**config.mk**
```make
export PLATFORM = sky130hd
export DESIGN_NAME = sound_voice_allocator_core
export DESIGN_NICKNAME = d
export VERILOG_FILES = /design/src/hdl/sva_pkg.sv /design/src/hdl/sound_voice_allocator_core.sv /design/src/hdl/sva_cell.sv
export SDC_FILE = /design/constraint.sdc
export NUM_CORES = 2
export LEC_CHECK = 0
export BUFFER_PORTS_ARGS = -buffer_cell sky130_fd_sc_hd__buf_2
export CORE_UTILIZATION = 40
export DETAILED_ROUTE_END_ITERATION = 8
export PLACE_DENSITY = 0.64
export SETUP_SLACK_MARGIN = 0.4
export SYNTH_ARGS = -nofsm -noshare
export SYNTH_HDL_FRONTEND = slang
export SYNTH_SLANG_ARGS = --single-unit
```
**constraint.sdc**
```tcl
create_clock -name clk -period 10.72 [get_ports clk]
set_input_delay 0.536 -clock clk [delete_from_list [all_inputs] [get_ports clk]]
set_output_delay 0.536 -clock clk [all_outputs]
set_load 0.02 [all_outputs]
```
**src/hdl/sva_pkg.sv**
```systemverilog
// ----------------------------------------------------------------------------
// sva_pkg
// shared types and constants of the sound voice allocator
// ----------------------------------------------------------------------------
package sva_pkg;

	localparam int unsigned VOICES_DEF = 8;
	localparam int unsigned IDX_W      = 6;   // voice index width, covers up to 64 voices

	localparam int unsigned S_DATA_W = 88;
	localparam int unsigned M_DATA_W = 16;

	localparam logic signed [31:0] LIFE_INIT = 32'sh7fffffff;
	localparam logic [3:0]         SUB_ANY   = 4'hF;
	localparam logic [3:0]         SUB_NONE  = 4'h0;

	typedef enum logic [1:0] {
		OP_START = 2'd0,
		OP_STOP  = 2'd1,
		OP_CLEAR = 2'd2
	} op_t;

	typedef enum logic [2:0] {
		ST_STARTED   = 3'd0,
		ST_SILENT    = 3'd1,
		ST_NO_VOICE  = 3'd2,
		ST_STOPPED   = 3'd3,
		ST_NOT_FOUND = 3'd4,
		ST_CLEARED   = 3'd5
	} status_t;

	// request walking down the row of voice cells
	typedef struct packed {
		logic               vld;
		logic [1:0]         op;
		logic [15:0]        ent;
		logic [3:0]         sub;
		logic [8:0]         snd;
		logic [23:0]        len;
		logic [30:0]        now;
		logic               aud;
		logic               done;   // exact match seen, later cells pass through
		logic               found;
		logic [IDX_W-1:0]   pick;
		logic signed [31:0] life;
		logic               stole;
	} token_t;

	// table update broadcast to all cells when a request leaves the row
	typedef struct packed {
		logic             en;
		logic [1:0]       op;
		logic [IDX_W-1:0] idx;
		logic [15:0]      ent;
		logic [3:0]       sub;
		logic [8:0]       snd;
		logic [31:0]      end_time;
		logic             aud;
	} commit_t;

endpackage

```
**src/hdl/sound_voice_allocator_core.sv**
```systemverilog
// ----------------------------------------------------------------------------
// sound_voice_allocator_core
// voice table with allocation, stealing, stop and clear
// ----------------------------------------------------------------------------
// Each request walks a row of VOICES cells, one cell per clock; every cell
// owns one voice and folds its entry into the search (exact entity and
// sub-channel match, else the voice closest to its end time, never an active
// voice of the player entity for another requester). When the request leaves
// the last cell, the chosen cell is updated and the result is registered.
// One request is in the row at a time: it passes through the register of
// every cell in turn, and the last cell feeds the result register directly.
// The row is free again from the clock edge that registers the result, so a
// new request enters only after the previous one has left the row. The next
// input is taken while a result still waits on the output side, but not
// while a second result is held behind it. The user must write the player
// entity register through cfg_we/cfg_wdata only while no request is in
// flight; the block itself does not enforce it.
// ----------------------------------------------------------------------------
module sound_voice_allocator_core #(
	parameter int unsigned VOICES = sva_pkg::VOICES_DEF
) (
	input  logic                          clk,
	input  logic                          arst_n,
	// operation[1:0], entity[17:2], sub_channel[21:18], sound_id[30:22],
	// sound_length[54:31], current_time[85:55], audible[86], zero fill
	input  logic [sva_pkg::S_DATA_W-1:0]  s_axis_tdata,
	input  logic                          s_axis_tvalid,
	output logic                          s_axis_tready,
	// voice_index[5:0], status[8:6], stole_active[9], zero fill
	output logic [sva_pkg::M_DATA_W-1:0]  m_axis_tdata,
	output logic                          m_axis_tvalid,
	input  logic                          m_axis_tready,
	// player entity register
	input  logic                          cfg_we,
	input  logic [15:0]                   cfg_wdata
);
	import sva_pkg::*;

	token_t      tok [VOICES+1];   // tok[0] enters cell 0, tok[VOICES] leaves the row
	logic        [VOICES-1:0] row_vld;
	commit_t     commit;
	logic [15:0] player_q;
	logic        busy_q;
	logic        s_xfer;
	logic        m_xfer;
	logic        res_vld;
	logic [M_DATA_W-1:0] res_data;
	logic [M_DATA_W-1:0] out_q;
	logic        out_vld_q;
	logic [M_DATA_W-1:0] pend_q;
	logic        pend_vld_q;
	logic        out_free;
	status_t     res_status;
	logic [IDX_W-1:0] res_idx;
	logic        res_stole;
	token_t      fin;

	assign s_axis_tready = !busy_q && !pend_vld_q;
	assign s_xfer        = s_axis_tvalid && s_axis_tready;
	assign m_xfer        = out_vld_q && m_axis_tready;

	// request token entering the first cell
	always_comb begin
		tok[0]       = '0;
		tok[0].vld   = s_xfer;
		tok[0].op    = s_axis_tdata[1:0];
		tok[0].ent   = s_axis_tdata[17:2];
		tok[0].sub   = s_axis_tdata[21:18];
		tok[0].snd   = s_axis_tdata[30:22];
		tok[0].len   = s_axis_tdata[54:31];
		tok[0].now   = s_axis_tdata[85:55];
		tok[0].aud   = s_axis_tdata[86];
		tok[0].life  = LIFE_INIT;
	end

	// row of voice cells
	for (genvar i = 0; i < VOICES; i++) begin : g_cell
		sva_cell #(
			.CELL_IDX (i)
		) u_cell (
			.clk           (clk),
			.arst_n        (arst_n),
			.player_entity (player_q),
			.tok_in        (tok[i]),
			.commit        (commit),
			.tok_out       (tok[i+1])
		);
		assign row_vld[i] = tok[i+1].vld;
	end

	assign fin = tok[VOICES];

	// table update and result as the request leaves the row
	always_comb begin
		commit          = '0;
		commit.op       = fin.op;
		commit.idx      = fin.pick;
		commit.ent      = fin.ent;
		commit.sub      = fin.sub;
		commit.snd      = fin.snd;
		commit.aud      = fin.aud;
		commit.end_time = {1'b0, fin.now} + {8'd0, fin.len};
		res_vld         = 1'b0;
		res_status      = ST_CLEARED;
		res_idx         = '0;
		res_stole       = 1'b0;
		if (fin.vld) begin
			case (fin.op)
				OP_START: begin
					res_vld   = 1'b1;
					commit.en = fin.found;
					if (fin.found) begin
						res_idx    = fin.pick;
						res_stole  = fin.stole;
						res_status = fin.aud ? ST_STARTED : ST_SILENT;
					end else begin
						res_status = ST_NO_VOICE;
					end
				end
				OP_STOP: begin
					res_vld   = 1'b1;
					commit.en = fin.found;
					if (fin.found) begin
						res_idx    = fin.pick;
						res_status = ST_STOPPED;
					end else begin
						res_status = ST_NOT_FOUND;
					end
				end
				OP_CLEAR: begin
					res_vld    = 1'b1;
					commit.en  = 1'b1;
					res_status = ST_CLEARED;
				end
				default: ;   // unused code: no result, no table change
			endcase
		end
		res_data = {(M_DATA_W-10)'(0), res_stole, res_status, res_idx};
	end

	// player entity register
	always_ff @(posedge clk or negedge arst_n) begin
		if (!arst_n) begin
			player_q <= '0;
		end else if (cfg_we) begin
			player_q <= cfg_wdata;
		end
	end

	// one request in flight: busy from input transfer until it leaves the row
	always_ff @(posedge clk or negedge arst_n) begin
		if (!arst_n) begin
			busy_q <= 1'b0;
		end else if (s_xfer) begin
			busy_q <= 1'b1;
		end else if (fin.vld) begin
			busy_q <= 1'b0;
		end
	end

	// output register plus one holding slot for a result that finds it full
	assign out_free = !out_vld_q || m_axis_tready;

	always_ff @(posedge clk or negedge arst_n) begin
		if (!arst_n) begin
			out_vld_q  <= 1'b0;
			pend_vld_q <= 1'b0;
		end else begin
			if (pend_vld_q) begin
				if (out_free) begin
					out_vld_q  <= 1'b1;
					pend_vld_q <= 1'b0;
				end
			end else if (res_vld) begin
				if (out_free) begin
					out_vld_q <= 1'b1;
				end else begin
					pend_vld_q <= 1'b1;
				end
			end else if (m_xfer) begin
				out_vld_q <= 1'b0;
			end
		end
	end

	always_ff @(posedge clk) begin
		if (pend_vld_q) begin
			if (out_free) begin
				out_q <= pend_q;
			end
		end else if (res_vld) begin
			if (out_free) begin
				out_q <= res_data;
			end else begin
				pend_q <= res_data;
			end
		end
	end

	assign m_axis_tvalid = out_vld_q;
	assign m_axis_tdata  = out_q;

	// at most one request in the row
	a_one_token: assert property (@(posedge clk) disable iff (!arst_n)
		$onehot0(row_vld))
		else $error("more than one request in the cell row");

	// a request in the row keeps the input closed
	a_busy_blocks: assert property (@(posedge clk) disable iff (!arst_n)
		(row_vld != '0) |-> (busy_q && !s_axis_tready))
		else $error("input open while a request is in the row");

	// holding slot is only used behind a full output register
	a_pend_behind_out: assert property (@(posedge clk) disable iff (!arst_n)
		pend_vld_q |-> out_vld_q)
		else $error("held result without a result on the output");

	// no request leaves the row while a result is still held
	a_no_overrun: assert property (@(posedge clk) disable iff (!arst_n)
		pend_vld_q |-> !fin.vld)
		else $error("result would overrun the holding slot");

	// an accepted request enters the first cell on the next cycle
	a_latency: assert property (@(posedge clk) disable iff (!arst_n)
		s_xfer |=> row_vld[0])
		else $error("request did not enter the first cell");

endmodule

```
**src/hdl/sva_cell.sv**
```systemverilog
// ----------------------------------------------------------------------------
// sva_cell
// one voice of the table with its slice of the allocation search
// ----------------------------------------------------------------------------
module sva_cell #(
	parameter int unsigned CELL_IDX = 0
) (
	input  logic             clk,
	input  logic             arst_n,
	input  logic [15:0]      player_entity,
	input  sva_pkg::token_t  tok_in,
	input  sva_pkg::commit_t commit,
	output sva_pkg::token_t  tok_out
);
	import sva_pkg::*;

	localparam logic [IDX_W-1:0] MY_IDX = IDX_W'(CELL_IDX);

	logic               active_q;
	logic [15:0]        ent_q;
	logic [3:0]         sub_q;
	logic [8:0]         snd_q;
	logic [31:0]        end_q;
	token_t             tok_q;
	token_t             tok_d;
	logic               exact;
	logic               skip;
	logic               stop_hit;
	logic signed [31:0] left;

	always_comb begin
		tok_d = tok_in;
		exact = (tok_in.sub != SUB_NONE) && (ent_q == tok_in.ent) &&
			((sub_q == tok_in.sub) || (tok_in.sub == SUB_ANY));
		skip = (ent_q == player_entity) && (tok_in.ent != player_entity) && active_q;
		stop_hit = (ent_q == tok_in.ent) && (sub_q == tok_in.sub);
		left = $signed(end_q - {1'b0, tok_in.now});
		if (tok_in.vld && !tok_in.done) begin
			case (tok_in.op)
				OP_START: begin
					if (exact) begin
						tok_d.done  = 1'b1;
						tok_d.found = 1'b1;
						tok_d.pick  = MY_IDX;
						tok_d.stole = active_q;
					end else if (!skip && (left < tok_in.life)) begin
						tok_d.found = 1'b1;
						tok_d.life  = left;
						tok_d.pick  = MY_IDX;
						tok_d.stole = active_q;
					end
				end
				OP_STOP: begin
					if (stop_hit) begin
						tok_d.done  = 1'b1;
						tok_d.found = 1'b1;
						tok_d.pick  = MY_IDX;
					end
				end
				default: ;
			endcase
		end
	end

	always_ff @(posedge clk or negedge arst_n) begin
		if (!arst_n) begin
			tok_q <= '0;
		end else begin
			tok_q <= tok_d;
		end
	end

	assign tok_out = tok_q;

	// voice table entry
	always_ff @(posedge clk or negedge arst_n) begin
		if (!arst_n) begin
			active_q <= 1'b0;
			ent_q    <= '0;
			sub_q    <= '0;
			snd_q    <= '0;
			end_q    <= '0;
		end else if (commit.en) begin
			case (commit.op)
				OP_CLEAR: begin
					active_q <= 1'b0;
					ent_q    <= '0;
					sub_q    <= '0;
					snd_q    <= '0;
					end_q    <= '0;
				end
				OP_STOP: begin
					if (commit.idx == MY_IDX) begin
						active_q <= 1'b0;
						end_q    <= '0;
					end
				end
				OP_START: begin
					if (commit.idx == MY_IDX) begin
						active_q <= commit.aud;
						ent_q    <= commit.ent;
						sub_q    <= commit.sub;
						snd_q    <= commit.aud ? commit.snd : '0;
						end_q    <= commit.aud ? commit.end_time : '0;
					end
				end
				default: ;
			endcase
		end
	end

endmodule

```
## Word level (Yosys, flattened, before mapping)

Index checks and enable logic that the tools add are counted.

| cells by class | value |
|---|---|
| add/sub/neg operators | 9 |
| order comparisons | 8 |
| equal/unequal tests | 73 |
| mux-type cells | 180 |
| bitwise gates (word level) | 2 |
| reductions and logical operators | 128 |

Operators by type and width:

| kind | count |
|---|---|
| $mux 32 | 25 |
| $pmux 32 s3 | 8 |
| $mux 40 | 9 |
| $mux 41 | 7 |
| $mux 33 | 8 |
| $eq 16x16->1 | 16 |
| $pmux 16 s2 | 8 |
| $sub 32x31->32 | 8 |
| $lt 32x32->1 | 7 |
| $mux 16 | 12 |
| $ne 16x16->1 | 8 |
| $pmux 8 s2 | 7 |
| $pmux 4 s2 | 8 |
| $mux 7 | 9 |
| $logic_and 1x1->1 | 58 |
| $mux 8 | 7 |
| $mux 1 | 47 |
| $add 31x24->32 | 1 |
| $eq 4x4->1 | 8 |
| $eq 4x4->1 const B | 8 |
| $lt 32x32->1 const B | 1 |
| $mux 4 | 8 |
| $ne 2x1->1 const B | 16 |
| $reduce_and 4->1 | 8 |
| other kinds (24) | 98 |

| word-level totals | value |
|---|---|
| flip-flop bits (word level) | 1396 |
| input bits | 109 |

## Logic depth before layout (Yosys ltp)

| depth | value |
|---|---|
| depth in word-level cells | 9 |
| mapped depth | 25 |
| depth with buffers taken out | 25 |

## Modules after synthesis

From an unflattened synthesis, not the netlist that was laid out.

| unflattened totals | value |
|---|---|
| cells, all modules | 6448 |
| area, all modules | 74151.1 sq um |

Modules (own cells, without submodules):

| module | times used | cells each | area an instance (sq um) | seq. area each (sq um) |
|---|---|---|---|---|
| sva_cell at g_cell[1].u_cell ... | 2 | 752 | 8740.9 | 4554.4 |
| sva_cell at g_cell[0].u_cell | 1 | 799 | 9069.9 | 4554.4 |
| sva_cell at g_cell[6].u_cell | 1 | 769 | 8956.1 | 4554.4 |
| sva_cell at g_cell[4].u_cell | 1 | 772 | 8936.1 | 4554.4 |
| sva_cell at g_cell[7].u_cell | 1 | 763 | 8882.3 | 4554.4 |
| sva_cell at g_cell[5].u_cell | 1 | 750 | 8797.2 | 4554.4 |
| sva_cell at g_cell[3].u_cell | 1 | 750 | 8792.2 | 4554.4 |
| sound_voice_allocator_core | 1 | 341 | 3235.6 | 1076.0 |

## Worst setup path after synthesis

OpenSTA, ideal clock, no wires.

| path | value |
|---|---|
| path kind | register to register |
| start point | register g_cell[5].u_cell.tok_q (netlist bit g_cell[5].u_cell.tok_out[46]) |
| end point | register g_cell[6].u_cell.tok_q (netlist bit g_cell[6].u_cell.tok_out[31]) |
| setup time | 0.125 ns |
| arrival time | 5.296 ns |
| data required time | 10.595 ns |
| slack | 5.299 ns |
| cell stages (with the launch flop) | 22 |
| path buffers | 1 |
| path through | dfrtp_1 inv_1 ha_1 a2111oi_0 nand3_1 a41oi_2 o21ai_0 a41o_1 o41a_1 a21oi_1 xnor2_1 ha_1 a21o_1 a21o_1 a21o_1 a21oi_1 nor2_1 a2111oi_0 mux2i_1 nor2_1 clkbuf_1 mux2_2 |

RTL lines:

| what | RTL line | RTL |
|---|---|---|
| start, declared | sva_cell.sv:24 | `token_t tok_q;` |
| start signal, assigned | sva_cell.sv:69 | `tok_q <= tok_d;` |
| end signal, assigned | sva_cell.sv:69 |  |
| end, declared | sva_cell.sv:24 |  |

==> results.yml <==
floorplanning:
  die_y_um: 410
  io-pin-count: 127
  rows: 149
  core_um2: 165000
  start_util: 0.403
  dieArea_um2: 168000
  die_x_um: 410
power_and_ir_drop:
  power.leakage_uw: 0.0366
  power.density_nw_per_um2: 151
  irDropWorstVdd_uv: 122
placement:
  hpwlAfterDp_um: 120000
  gp_congestion: 0.937
  pre_cts_ws_ps: 4300
  io_buffers: 107
  placedCellCount: 8507
critical_path:
  cp-end-kind: "register"
  cp_max_fo: 55
  reg2reg_slack_ps: 4300
  worstSetupPathType: "register to register"
  cp-start-kind: "register"
  worstPathArrival_ps: 7070
  worstPathRequired_ps: 11380
timing:
  hold_viol: 0
  clock-skew-final_ps: 33.3
  timing.final.crit_share: 0.599
  tightest_slew_ps: 1240
  hold_slack_ps: 87.6
  setup_ws_ps: 4300
  maxSlewViolCount: 0
  fmax_ghz: 0.156
  tns_ps: 0
  setup_viol: 0
  relSlewSlack: 0.172
  fin_crit_ps: 6420
  rsz0062_at_grt: "no"
synth:
  synthesis.instances: 6348
  synth-compound-area-share: 0.124
  yosys.area_share.simple: 0.108
  ys.warnings.count: 0
  synthArstFlopShare: 0.990
  ys_top_cells_by_area: "dfrtp_1 50%, ha_1 9.2%, xnor2_1 5.4%"
  synthAdderAreaFrac: 0.0945
  synth_edf_count: 14
  synth_area_per_cell_um2: 10.5
  yosysTopAreaCell: "dfrtp_1"
  synth_top_area_frac: 0.503
  synth_flop_cell: "dfrtp_1"
  ys_ff_latch: 1353
  yosysSeqAreaShare: 0.509
  synth_most_common_cell: "dfrtp_1"
  yosys.area_share.xor_xnor: 0.0870
  synth_top_family_by_area: "compound AO/OA/AOI/OAI gates"
  synthesis.area_um2: 66600
  synthMuxAreaShare: 0.0348
  synth_cell_types: 79
  synth_common_cells: "1339 x dfrtp_1, 690 x nand2_1, 618 x o21ai_0, 547 x inv_1, 489 x ha_1"
global_route:
  grt_pass1_wl_um: 260000
  grt_max_degree: 182
  grt_usage: 0.196
  antenna_found_initial: 3
  grt_overflow: 0
  grt_pass1_vias: 46800
clocking:
  cts_resized: 0
  clockBufferDepth: 3
  cts_tree: "done"
  post-cts-setup-buffers: 0
  numCtsBuffers: 146
  h-tree-depth: 4
  cts.sinks: 1353
  clkTransAtPathRegs_ps: 60
  cts-root-buf: "clkbuf_16"
  clk_latency_ps: 790
routing:
  viasPerCell: 5.17
  drc: 16
  drt_first_pass_iters: 9
  dr_total_vias: 45900
  initialDrtViolationCount: 3200
  ant_nets: 0
  routed_wl_um: 162000
  avgRoutedWirePerCell_um: 18.3
outcome:
  violations: "design-rule violations"
  status: "finished, violations left"
finish:
  final_net_count: 7168
  instances_no_fill: 8873
  fin_util: 0.459
  final_layout_size_suffix_gt1_frac: 0.0961
  synthToLayoutAreaGrowth_pct: 13.8
min_path:
  hold_path.class: "input pin to register"
flow_run:
  cap_viol_max_count: 0
-- report_power, final --
group | switching, uW | internal, uW
clock network | 2090 | 3170
registers | 104 | 5240
logic | 506 | 296
total | 2700 | 8710
-- registers in the layout, summed over array words and instances, names as in the netlist --
name and count:
busy_q 1, pend_vld_q 1, g_cell.u_cell.sub_q 32, g_cell.u_cell.tok_out 896, m_axis_tvalid 1, pend_q 7
m_axis_tdata 7, g_cell.u_cell.ent_q 128, player_q 16, g_cell.u_cell.active_q 8, g_cell.u_cell.end_q 256
-- cell families after synthesis --
logic type / after synthesis
adder cells (fa/ha/maj): 498
flip-flops: 1353
AO/OA/AOI/OAI: 1381
multiplexers: 208
other: 1
AND/OR/NAND/NOR: 1507
XOR/XNOR: 662
buffers and inverters: 738
-- final cells by class --
type                            instances  area [um2]
Tap cell                             2189        2740
Antenna cell                            4        10.0
Sequential cell                      1353       33900
Multi-Input combinational cell       4265       30000
Clock buffer                          210        4350
Clock inverter                         57         767
Fill cell                           15300       89400
Inverter                              547        2050
Timing Repair Buffer                  248        1920
-- worst max-delay path, cell delays in order, from the launching register on --
cell and delay (ps):
dfrtp_1 370, inv_1 50, ha_1 370, a2111oi_0 510
nand3_1 260, a41oi_2 400, o21ai_0 230, a41o_1 310
o41a_1 430, a21oi_1 200, xnor2_1 170, ha_1 290
a21o_1 200, a21o_1 170, a21o_1 160, a21oi_1 130
nor2_1 60, a2111oi_0 390, mux2i_1 120, buf_4 200
nor2_4 850, mux2_2 430
-- final timing paths --
check,startpoint,endpoint,cells after the start
worst max-delay path,g_cell[5].u_cell.tok_out[46],g_cell[6].u_cell.tok_out[29],21
worst min-delay path,m_axis_tready,m_axis_tvalid,4
worst max register to register,g_cell[5].u_cell.tok_out[46],g_cell[6].u_cell.tok_out[29],21
worst min register to register,g_cell[0].u_cell.tok_out[95],g_cell[1].u_cell.tok_out[95],0
max in group asynchronous,arst_n,g_cell[2].u_cell.tok_out[81],4
min in group asynchronous,arst_n,g_cell[0].u_cell.tok_out[43],2
-- placed cells by master, fill, tap and decap left out, types with 21 or more instances in the layout --
master	netlist	final
or2_2	27	27
nor3_1	72	71
o21a_1	47	47
clkbuf_8	0	35
mux2_2	190	190
dlygate4sd3_1	0	95
ha_1	489	489
xnor2_1	413	413
nand4_1	117	117
dfrtp_1	1339	1339
clkbuf_1	158	24
inv_1	547	547
a31oi_1	42	42
buf_2	0	106
and3_1	41	41
a21oi_1	266	266
xor2_1	249	249
nor2_1	177	175
nand2b_1	74	74
or3_1	26	26
a21o_1	148	148
and2_1	36	36
o211ai_1	21	21
a211oi_1	37	37
o21ai_0	618	610
o21bai_1	32	32
nand2_1	690	690
nor4_1	68	68
nor2b_1	41	40
buf_4	9	40
nand3_1	84	84
clkbuf_16	0	151
o31ai_1	22	22
-- metrics by stage --
| stage | power, uW | instance area [um2] |
|---|---|---|
| finish | 11400 | 75800 |
| global route | 11900 | 75800 |
| CTS | 11600 | 75800 |
| detailed placement | 6210 | 69700 |
| global placement | 6190 | 69700 |
| floorplan | 5870 | 66600 |
-- metal layers --
layer	GRT usage	up-vias	routed length [um]
met5	0	-	0
met4	0.0814	0	6500
met3	0.0256	343	6940
met2	0.304	1047	72000
met1	0.275	22300	76900
li1	-	22200	-
-- what timing repair did --
action | CTS | global route
setup endpoints to repair | 0 | 0
hold endpoints to repair | 240 | 0
hold buffers | 95 | 0
Note: power is estimated with default switching activity, not from simulation.
